## src/hdl/ssbi_mod_cell.sv

```systemverilog
module ssbi_mod_cell #(
  parameter int unsigned BIT = 0
) (
  input  logic        clk,
  input  logic        rst,
  input  logic        en,
  input  logic        valid_in,
  input  logic [63:0] num_in,
  input  logic [32:0] rem_in,
  input  logic [31:0] div_in,
  output logic        valid_out,
  output logic [63:0] num_out,
  output logic [32:0] rem_out,
  output logic [31:0] div_out
);

  logic [33:0] trial;
  logic [32:0] rem_next;

  always_comb begin
    trial = {rem_in, num_in[BIT]} - {2'b00, div_in};
    if (trial[33]) begin
      rem_next = {rem_in[31:0], num_in[BIT]};
    end else begin
      rem_next = trial[32:0];
    end
  end

  always_ff @(posedge clk) begin
    if (rst) begin
      valid_out <= 1'b0;
    end else if (en) begin
      valid_out <= valid_in;
    end
    if (en) begin
      num_out <= num_in;
      rem_out <= rem_next;
      div_out <= div_in;
    end
  end

endmodule

```

## config.mk

```make
export PLATFORM = sky130hd
export DESIGN_NAME = ssbi_mod_cell
export DESIGN_NICKNAME = d
export VERILOG_FILES = /design/src/hdl/ssbi_mod_cell.sv
export SDC_FILE = /design/constraint.sdc
export NUM_CORES = 1
export LEC_CHECK = 0
export BUFFER_PORTS_ARGS = -buffer_cell sky130_fd_sc_hd__buf_2
export CORE_AREA = 2 2 133 102
export CTS_BUF_LIST = sky130_fd_sc_hd__clkbuf_8
export DETAILED_ROUTE_END_ITERATION = 12
export DIE_AREA = 0 0 135 104
export GPL_TIMING_DRIVEN = 0
export PLACE_DENSITY = 0.82
export SETUP_SLACK_MARGIN = 0.05
export SLEW_MARGIN = 15
export SYNTH_ARGS = -nofsm -noshare
export SYNTH_HDL_FRONTEND = slang
export SYNTH_SLANG_ARGS = --single-unit
```

## constraint.sdc

```tcl
create_clock -name clk -period 4.3 [get_ports clk]
set_input_delay 0.86 -clock clk [delete_from_list [all_inputs] [get_ports clk]]
set_output_delay 0.86 -clock clk [all_outputs]
set_load 0.02 [all_outputs]
```

==> out/results.ini <==
[finish]
insertedDiodeCount = 0
final_layout_size_suffix_gt1_share_pct = 43.2
post-route-util_pct = 63.1
multi_input_gate_area_in_the_final_layout_sq_um = 2030
areaGrowthSynthToFinish_pct = 31.8
fin_nets = 872
finalInstanceArea_sq_um = 8070
nFillCells = 961
stdcell_count = 889
seq_area_sq_um = 3890

[synth]
synth_fa_ha_area_share_pct = 6.87
synth_seq_area_share_pct = 63.6
synth_area_sq_um = 6120
syn_avg_cell_area_sq_um = 14.4
yosys_warnings = 0
synth_top_family_by_area = compound AO/OA/AOI/OAI gates
postSynthCellCount = 424
synth_xor_area_share_pct = 3.58
synth_ff_type = sky130_fd_sc_hd__edfxtp_1
yosysMostFrequentCell = sky130_fd_sc_hd__edfxtp_1
synth_compound_area_share_pct = 11.7
number_of_flops_mapped_to_enable_cells_by_yosys = 129
synthesized_net_count = 590
synth-seq-cells = 130
synth.cells.most_frequent = sky130_fd_sc_hd__edfxtp_1, sky130_fd_sc_hd__inv_1, sky130_fd_sc_hd__ha_1
synth.top_cell.area_share_pct = 63.3
async_reset_ff_share_pct = 0
synth.largest_area_cell = sky130_fd_sc_hd__edfxtp_1
synth_top_cells_by_area = sky130_fd_sc_hd__edfxtp_1, sky130_fd_sc_hd__ha_1, sky130_fd_sc_hd__mux2_1
synth_simple_gate_area_share_pct = 5.05
post_synth_mux_area_share_pct = 6.03
synth.distinct_cells = 57

[die]
die_height_microns = 104
die_w_microns = 135
initial_utilization_pct = 47.9
fp.coreArea_sq_um = 12800
dieArea_sq_um = 14000
rows = 36
ios = 263

[power]
static-leakage-power_nw = 3.67
max-vdd-ir-drop_mv = 0.349
powerDensity_nw_per_um2 = 415
design_power_total_mw = 3.35

[timing]
final_hold_viol_count = 0
finalHoldWorstSlack_ns = 0.575
finalMaxSlewViolations = 0
max-slew-margin-rel_pct = 56.1
final_tns_setup_ns = 0
period_needed_ns = 3.70
max_slew.worst_pin.slew_ns = 0.650
setup_ws_ns = 0.601
final_count_of_negative_setup_slack_endpoints = 0
skew_ns = 0
post-route-period-util_pct = 86.0
maxClockFrequency_mhz = 270
grt_setup_unrepaired = false

[worst_setup_path]
critical_path_class = in2reg
timing.critical_path.to_type = flop
required_ns = 4.49
crit-reg2reg-launch = valid_out
timing.reg2reg.setup_slack_ns = 3.64
crit_path_max_fanout = 10
r2r_cells = 2
start_kind = input pin
worst_r2r_endpoint = valid_out
worst-endpoint-arrival_ns = 3.89

[route]
total_drc_errors_in_the_routed_layout = 0
first_iter_violations = 219
via_per_inst = 5.11
finalWirelength_microns = 15000
dr.pass1.iters = 5
wirelength_per_cell_microns = 16.9
vias = 4540
antenna_left = 0

[clock_network]
cts_inserted_buffers = 17
clock_tree.htree_level_count = 4
cts_resized = 0
root_buffer = sky130_fd_sc_hd__clkbuf_8
cts-hold-fix-buffers = 0
cts.sinks = 130
cts_tree = yes
postCtsSetupRepairBufs = 0
worstSkewPairLatency_ns = 0.45
clkTransAtPathRegs_ns = 0.08
maximum_root_to_sink_buffer_count = 2

[place]
io_buf_count = 262
detailedPlacementHpwl_microns = 11400
pre_cts_ws_ns = 0.255
cell_count_after_placement = 858
routabilityCongestion = 0.832
placed_area_sq_um = 7680

[global_route]
overflow = 0
first_global_vias = 4621
grt_antenna_before_repair = 0
grt_pass1_wl_microns = 23100
grt.total_usage_pct = 21.4
grt_max_degree = 81

[outcome]
outcome = finished clean

[min_path]
min_path_cells = 2
timing.hold.worst.class = in2reg
hold-path-endpoint = valid_out
min_from = rst

[flow_run]
max-cap-violations = 0

## worst max-delay path by stage
stage | end | slack, ns | from | cells past startpoint
6_report | rem_out[31] | 0.60 | div_in[9] | 14
3_3_place_gp | rem_out[31] | 0.32 | div_in[1] | 14
2_1_floorplan | rem_out[32] | 0.97 | num_in[0] | 12
5_1_grt | rem_out[31] | 0.48 | div_in[8] | 14
4_1_cts | rem_out[31] | 0.66 | div_in[8] | 14
3_5_place_dp | rem_out[31] | 0.26 | div_in[1] | 14
## routing by layer
layer	GRT usage, %	vias to the layer above	wire length, microns
met2	36.9	190	7540
met5	0	-	0
met4	5.51	0	206
met3	7.26	20	1140
met1	25.6	2143	6110
li1	-	2187	-
## critical path, cell delays in order
cell and delay, ns:
sky130_fd_sc_hd__buf_2 0.11, sky130_fd_sc_hd__inv_1 0.05, sky130_fd_sc_hd__ha_1 0.33, sky130_fd_sc_hd__and2_2 0.26
sky130_fd_sc_hd__nand4_1 0.16, sky130_fd_sc_hd__a21oi_2 0.28, sky130_fd_sc_hd__o2111ai_2 0.23, sky130_fd_sc_hd__nand3_1 0.17
sky130_fd_sc_hd__nand2_1 0.15, sky130_fd_sc_hd__o21ai_1 0.41, sky130_fd_sc_hd__and2_1 0.20, sky130_fd_sc_hd__buf_6 0.14
sky130_fd_sc_hd__buf_6 0.18, sky130_fd_sc_hd__mux2_1 0.35
## cell usage in the layout (no fill, tap or decap), drive strengths merged, types with 2 or more instances in the layout
master / netlist / final
a2111oi: 2 / 2
a211oi: 3 / 3
a21boi: 3 / 3
a21o: 22 / 22
a21oi: 23 / 23
a221o: 2 / 2
a311oi: 2 / 2
a31oi: 6 / 6
and2: 2 / 2
and3: 5 / 5
buf: 4 / 267
bufinv: 0 / 2
clkbuf: 1 / 18
clkinv: 0 / 6
edfxtp: 129 / 129
ha: 32 / 32
inv: 39 / 44
mux2: 28 / 28
mux2i: 5 / 5
nand2: 13 / 13
nand2b: 4 / 4
nand3: 4 / 4
nand4: 3 / 3
nor2: 19 / 19
nor2b: 4 / 4
nor3: 3 / 3
nor3b: 2 / 2
o2111ai: 2 / 2
o21a: 5 / 5
o21ai: 11 / 11
o21bai: 2 / 2
o31ai: 2 / 2
or3: 2 / 2
xnor2: 19 / 19
xor2: 6 / 6
## cells by family (layout without fill, tap and decap cells)
family                   Yosys count  in the layout
AO/OA/AOI/OAI                     96             96
adder cells (fa/ha/maj)           33             33
buffers and inverters             44            338
multiplexers                      33             33
flip-flops                       130            130
AND/OR/NAND/NOR                   63             63
XOR/XNOR                          25             25
## cell type report
type	instances	area share [%]
buffer	5	0.605
inverter	39	1.81
timing repair buffer	263	16.7
tap	171	2.65
clock buffer	17	2.90
sequential	130	48.2
multi-input combinational	250	25.2
clock inverter	14	1.92
## power by group
part | leakage, nW | internal (mW) | switching, mW
Sequential | 1.27 | 1.54 | 0.0282
Combinational | 2.20 | 0.294 | 0.452
Clock | 0.199 | 0.521 | 0.516
## state kept, by name (all words and copies together) (netlist names)
| register | count |
|---|---|
| valid_out | 1 |
| num_out | 64 |
| div_out | 32 |
| rem_out | 33 |
(Power assumes the default switching activity.)
