--- src/hdl/ssbi_pkg.sv ---
package ssbi_pkg;

  localparam int unsigned Rounds = 64;
  localparam logic [31:0] SaltWord = 32'h61736466;
  localparam logic [31:0] PadWord = 32'h80000000;
  localparam logic [31:0] MsgBits = 32'd64;
  localparam logic [31:0] TableEntriesReset = 32'd1;

  typedef logic [31:0] word_t;

  typedef struct packed {
    word_t a;
    word_t b;
    word_t c;
    word_t d;
    word_t e;
    word_t f;
    word_t g;
    word_t h;
  } hstate_t;

  typedef struct packed {
    word_t w0;
    word_t w1;
    word_t w2;
    word_t w3;
    word_t w4;
    word_t w5;
    word_t w6;
    word_t w7;
    word_t w8;
    word_t w9;
    word_t w10;
    word_t w11;
    word_t w12;
    word_t w13;
    word_t w14;
    word_t w15;
  } sched_t;

  localparam hstate_t InitH = '{
    32'h6a09e667, 32'hbb67ae85, 32'h3c6ef372, 32'ha54ff53a,
    32'h510e527f, 32'h9b05688c, 32'h1f83d9ab, 32'h5be0cd19
  };

  function automatic word_t round_k(input logic [5:0] i);
    word_t k;
    case (i)
      6'd0: k = 32'h428a2f98;  6'd1: k = 32'h71374491;  6'd2: k = 32'hb5c0fbcf;
      6'd3: k = 32'he9b5dba5;  6'd4: k = 32'h3956c25b;  6'd5: k = 32'h59f111f1;
      6'd6: k = 32'h923f82a4;  6'd7: k = 32'hab1c5ed5;  6'd8: k = 32'hd807aa98;
      6'd9: k = 32'h12835b01;  6'd10: k = 32'h243185be; 6'd11: k = 32'h550c7dc3;
      6'd12: k = 32'h72be5d74; 6'd13: k = 32'h80deb1fe; 6'd14: k = 32'h9bdc06a7;
      6'd15: k = 32'hc19bf174; 6'd16: k = 32'he49b69c1; 6'd17: k = 32'hefbe4786;
      6'd18: k = 32'h0fc19dc6; 6'd19: k = 32'h240ca1cc; 6'd20: k = 32'h2de92c6f;
      6'd21: k = 32'h4a7484aa; 6'd22: k = 32'h5cb0a9dc; 6'd23: k = 32'h76f988da;
      6'd24: k = 32'h983e5152; 6'd25: k = 32'ha831c66d; 6'd26: k = 32'hb00327c8;
      6'd27: k = 32'hbf597fc7; 6'd28: k = 32'hc6e00bf3; 6'd29: k = 32'hd5a79147;
      6'd30: k = 32'h06ca6351; 6'd31: k = 32'h14292967; 6'd32: k = 32'h27b70a85;
      6'd33: k = 32'h2e1b2138; 6'd34: k = 32'h4d2c6dfc; 6'd35: k = 32'h53380d13;
      6'd36: k = 32'h650a7354; 6'd37: k = 32'h766a0abb; 6'd38: k = 32'h81c2c92e;
      6'd39: k = 32'h92722c85; 6'd40: k = 32'ha2bfe8a1; 6'd41: k = 32'ha81a664b;
      6'd42: k = 32'hc24b8b70; 6'd43: k = 32'hc76c51a3; 6'd44: k = 32'hd192e819;
      6'd45: k = 32'hd6990624; 6'd46: k = 32'hf40e3585; 6'd47: k = 32'h106aa070;
      6'd48: k = 32'h19a4c116; 6'd49: k = 32'h1e376c08; 6'd50: k = 32'h2748774c;
      6'd51: k = 32'h34b0bcb5; 6'd52: k = 32'h391c0cb3; 6'd53: k = 32'h4ed8aa4a;
      6'd54: k = 32'h5b9cca4f; 6'd55: k = 32'h682e6ff3; 6'd56: k = 32'h748f82ee;
      6'd57: k = 32'h78a5636f; 6'd58: k = 32'h84c87814; 6'd59: k = 32'h8cc70208;
      6'd60: k = 32'h90befffa; 6'd61: k = 32'ha4506ceb; 6'd62: k = 32'hbef9a3f7;
      default: k = 32'hc67178f2;
    endcase
    return k;
  endfunction

  function automatic word_t swap32(input word_t x);
    return {x[7:0], x[15:8], x[23:16], x[31:24]};
  endfunction

endpackage

--- src/hdl/ssbi_round_cell.sv ---
module ssbi_round_cell #(
  parameter logic [5:0] ROUND = 6'd0
) (
  input  logic            clk,
  input  logic            rst,
  input  logic            en,
  input  logic            valid_in,
  input  ssbi_pkg::hstate_t st_in,
  input  ssbi_pkg::sched_t  w_in,
  output logic            valid_out,
  output ssbi_pkg::hstate_t st_out,
  output ssbi_pkg::sched_t  w_out
);

  ssbi_pkg::word_t s0, s1, w_new, ch, maj, t1, t2, ss0, ss1;
  ssbi_pkg::hstate_t st_next;
  ssbi_pkg::sched_t  w_next;

  always_comb begin
    s0 = {w_in.w1[6:0], w_in.w1[31:7]} ^ {w_in.w1[17:0], w_in.w1[31:18]} ^ (w_in.w1 >> 3);
    s1 = {w_in.w14[16:0], w_in.w14[31:17]} ^ {w_in.w14[18:0], w_in.w14[31:19]}
         ^ (w_in.w14 >> 10);
    w_new = w_in.w0 + s0 + w_in.w9 + s1;
    w_next = {w_in.w1, w_in.w2, w_in.w3, w_in.w4, w_in.w5, w_in.w6, w_in.w7, w_in.w8,
              w_in.w9, w_in.w10, w_in.w11, w_in.w12, w_in.w13, w_in.w14, w_in.w15, w_new};
    ss1 = {st_in.e[5:0], st_in.e[31:6]} ^ {st_in.e[10:0], st_in.e[31:11]}
          ^ {st_in.e[24:0], st_in.e[31:25]};
    ch = (st_in.e & st_in.f) ^ (~st_in.e & st_in.g);
    t1 = st_in.h + ss1 + ch + ssbi_pkg::round_k(ROUND) + w_in.w0;
    ss0 = {st_in.a[1:0], st_in.a[31:2]} ^ {st_in.a[12:0], st_in.a[31:13]}
          ^ {st_in.a[21:0], st_in.a[31:22]};
    maj = (st_in.a & st_in.b) ^ (st_in.a & st_in.c) ^ (st_in.b & st_in.c);
    t2 = ss0 + maj;
    st_next = '{t1 + t2, st_in.a, st_in.b, st_in.c, st_in.d + t1, st_in.e, st_in.f, st_in.g};
  end

  always_ff @(posedge clk) begin
    if (rst) begin
      valid_out <= 1'b0;
    end else if (en) begin
      valid_out <= valid_in;
    end
    if (en) begin
      st_out <= st_next;
      w_out <= w_next;
    end
  end

endmodule

--- config.mk ---
export PLATFORM = sky130hd
export DESIGN_NAME = ssbi_round_cell
export DESIGN_NICKNAME = d
export VERILOG_FILES = /design/src/hdl/ssbi_pkg.sv /design/src/hdl/ssbi_round_cell.sv
export SDC_FILE = /design/constraint.sdc
export NUM_CORES = 1
export LEC_CHECK = 0
export ABC_AREA = 0
export BUFFER_PORTS_ARGS = -buffer_cell sky130_fd_sc_hd__buf_2
export CAP_MARGIN = 20
export CORE_AREA = 2 2 601 603
export DETAILED_ROUTE_END_ITERATION = 10
export DIE_AREA = 0 0 603 605
export PLACE_DENSITY = 0.3
export SYNTH_ARGS = -nofsm -noshare
export SYNTH_HDL_FRONTEND = slang
export SYNTH_SLANG_ARGS = --single-unit
export TNS_END_PERCENT = 20
--- constraint.sdc ---
create_clock -name clk -period 8.31 [get_ports clk]
set_input_delay 1.662 -clock clk [delete_from_list [all_inputs] [get_ports clk]]
set_output_delay 1.662 -clock clk [all_outputs]
set_load 0.02 [all_outputs]
==> results_dict.tcl <==
set metrics [dict create \
    finalCritPeriodShare_pct 93.1 \
    hold_buffers 0 \
    whs_ns 0.547 \
    cts_tree "done" \
    die_y_um 605 \
    fin_util_pct 15.7 \
    holdCritPathClass "reg2reg" \
    drt_iter0_markers 1257 \
    place.gp.congestion 0.895 \
    hp-start "valid_out" \
    antenna_found_initial 143 \
    htree_levels 3 \
    ant_nets 0 \
    start_util_pct 10.2 \
    cp-startpoint "st_in[98]" \
    clk_pin_slew_ns 0.06 \
    critPathMaxFanout 4 \
    pre_cts_slack_ns -0.483 \
    multi_input_area_um2 12200 \
    power_density_nw_per_um2 450 \
    die_w_um 603 \
    cp.buffers_inverters 8 \
    gr-usage-met2_pct 30.0 \
    drc 0 \
    ys.warnings.count 0 \
    fill_cells 40300 \
    core_area_um2 358000 \
    fin_cells 9290 \
    rsz0062_at_grt "no" \
    routedWlPerCell_um 29.1 \
    grt_pass1_vias 30100 \
    synth_area_per_cell_um2 15.0 \
    grt_pass1_wl_um 332000 \
    synth-async-reset-ratio_pct 0 \
    synth_nets 3531 \
    cp.depth 32 \
    setup_viol 0 \
    synthFlopType "edfxtp_1" \
    syn-cell-area_um2 36700 \
    p_total_mw 25.3 \
    post-route-min-period_ns 7.74 \
    grt-ovfl-total 0 \
    relSlewSlack_pct 19.9 \
    slowest_delay_ns 0.50 \
    io_pins 1541 \
    numCtsBuffers 112 \
    hpwl_um 236000 \
    viasPerCell 3.03 \
    design.die.area_um2 365000 \
    cp-end-kind "flip-flop" \
    tns_ns 0 \
    p_leak_nw 23.6 \
    startpoint_type "input port" \
    synth_edf_count 768 \
    yosys.cell_types.count 69 \
    vias 28100 \
    clock_sinks 769 \
    clock_skew_ns 0 \
    grt_start_max_net_pins 127 \
    ir_worst_vdd_v 0.000247 \
    first_pass_iters 5 \
    timing.final.ws_setup_ns 0.571 \
    critPathArrivalTime_ns 8.34 \
    met1_usage_pct 12.3 \
    maxCapViolCount 0 \
    routed_wl_um 270000 \
    reg2regPathDepth 2 \
    maxSlewViolCount 0 \
    slowest_stage "fa_1" \
    nNetsFinal 5450 \
    dp.cells 9028 \
    regArea_um2 23100 \
    crit_required_ns 8.91 \
    grt_util_all_layers_pct 14.2 \
    outcome "finished clean" \
    cp_top_family "adder cells" \
    synth-seq-cells 769 \
    hold_viol_final 0 \
    final_layout_size_suffix_gt1_share_pct 45.1 \
    clockBufferDepth 4 \
    top_usage_layer "met2" \
    post_dp_cell_area_um2 52600 \
    final_cell_area_um2 56300 \
    area_delta_synth_final_pct 53.4 \
    whs_path_depth 2 \
    synth-seq-area-share_pct 62.9 \
    cts_root_buf "clkbuf_16" \
    portBuffers 1540 \
    rows 220 \
    grt_use_met3_pct 4.01 \
    r2r-start "valid_out" \
    syn_inst 2450 \
    tightest_slew_ns 1.20 \
    clk_latency_ns 0.84 \
    crit_type "in2reg" \
    max_freq_mhz 129 \
]
## registers in the layout, indices dropped and copies added (netlist names)
name and cells:
w_out 512, st_out 256, valid_out 1
## kinds of logic after synthesis
family                   count (synthesis)  synth area share [%]
XOR/XNOR                               361                  8.62
flip-flops                             769                  62.9
AND/OR/NAND/NOR                        234                  3.19
adder cells (fa/ha/maj)                311                  13.8
AO/OA/AOI/OAI                          375                  6.72
multiplexers                            34                 0.989
buffers and inverters                  366                  3.75
## tightest hold or removal path, delay by kind of cell, from the launching register on
family	cells	cell delay [ns]
flops	1	0.33
mux	1	0.07
simple gates	1	0.10
## layout by cell type, fill, tap and decap left out, types with 74 or more instances in the layout
cell type  instances
ha_1             152
buf_4            264
edfxtp_1         768
clkbuf_16        112
xnor2_1          234
a21oi_1           95
xor2_1           127
a21o_1            74
buf_2           1539
o21ai_0           77
fa_1             157
inv_1            354
## cell type report
class,count,share of cell area [%]
flip-flops and latches,769,41.0
well taps,4773,10.6
multi-input cells,1315,21.7
repair buffers,1817,17.7
diodes,63,0.280
clock buffers,131,5.14
inverters,354,2.36
clock inverters,68,1.14
## path summary, 6_finish.rpt
check | end | slack (ns)
max | st_out[255] | 0.57
min | valid_out | 0.55
max reg2reg | valid_out | 7.69
min reg2reg | valid_out | 0.55
## cell usage after synthesis, types with 7 or more instances
cell type	instances	area (um^2)
nor2b_1	14	87.6
nand4_1	7	43.8
edfxtp_1	768	23100
xor2_1	127	1110
xnor2_1	234	2050
and3_1	11	68.8
or3_1	9	56.3
mux2i_1	16	160
o21bai_1	17	128
fa_1	157	3140
a21oi_1	95	475
mux2_2	18	203
nand2b_1	20	125
clkbuf_1	12	45.0
ha_1	152	1900
o21a_1	14	105
nand2_1	47	176
a21o_1	74	556
nor3_1	22	110
nand3_1	18	90.1
a211oi_1	17	128
o21ai_0	81	405
nor2_1	62	233
inv_1	354	1330
a31oi_1	16	100
and2_1	7	43.8
## metal layers
layer  up-vias  share of wire [%]  routed length, um
li1      12600                  -                  -
met1     13900                 30              81800
met2      1138                 59             159000
met4        64                4.3              11700
met3       405                6.5              17500
met5         -               0.15                399
## where the power goes
part	switching [mW]	internal, mW
combinational	8.47	6.54
clock	2.05	2.73
sequential	0.148	5.37
## repair_timing
item                       in CTS  in global routing
setup endpoints to repair       0                  1
resized for setup               0                  1
setup buffers                   0                  0
Note: power is estimated with default switching activity, not from simulation.
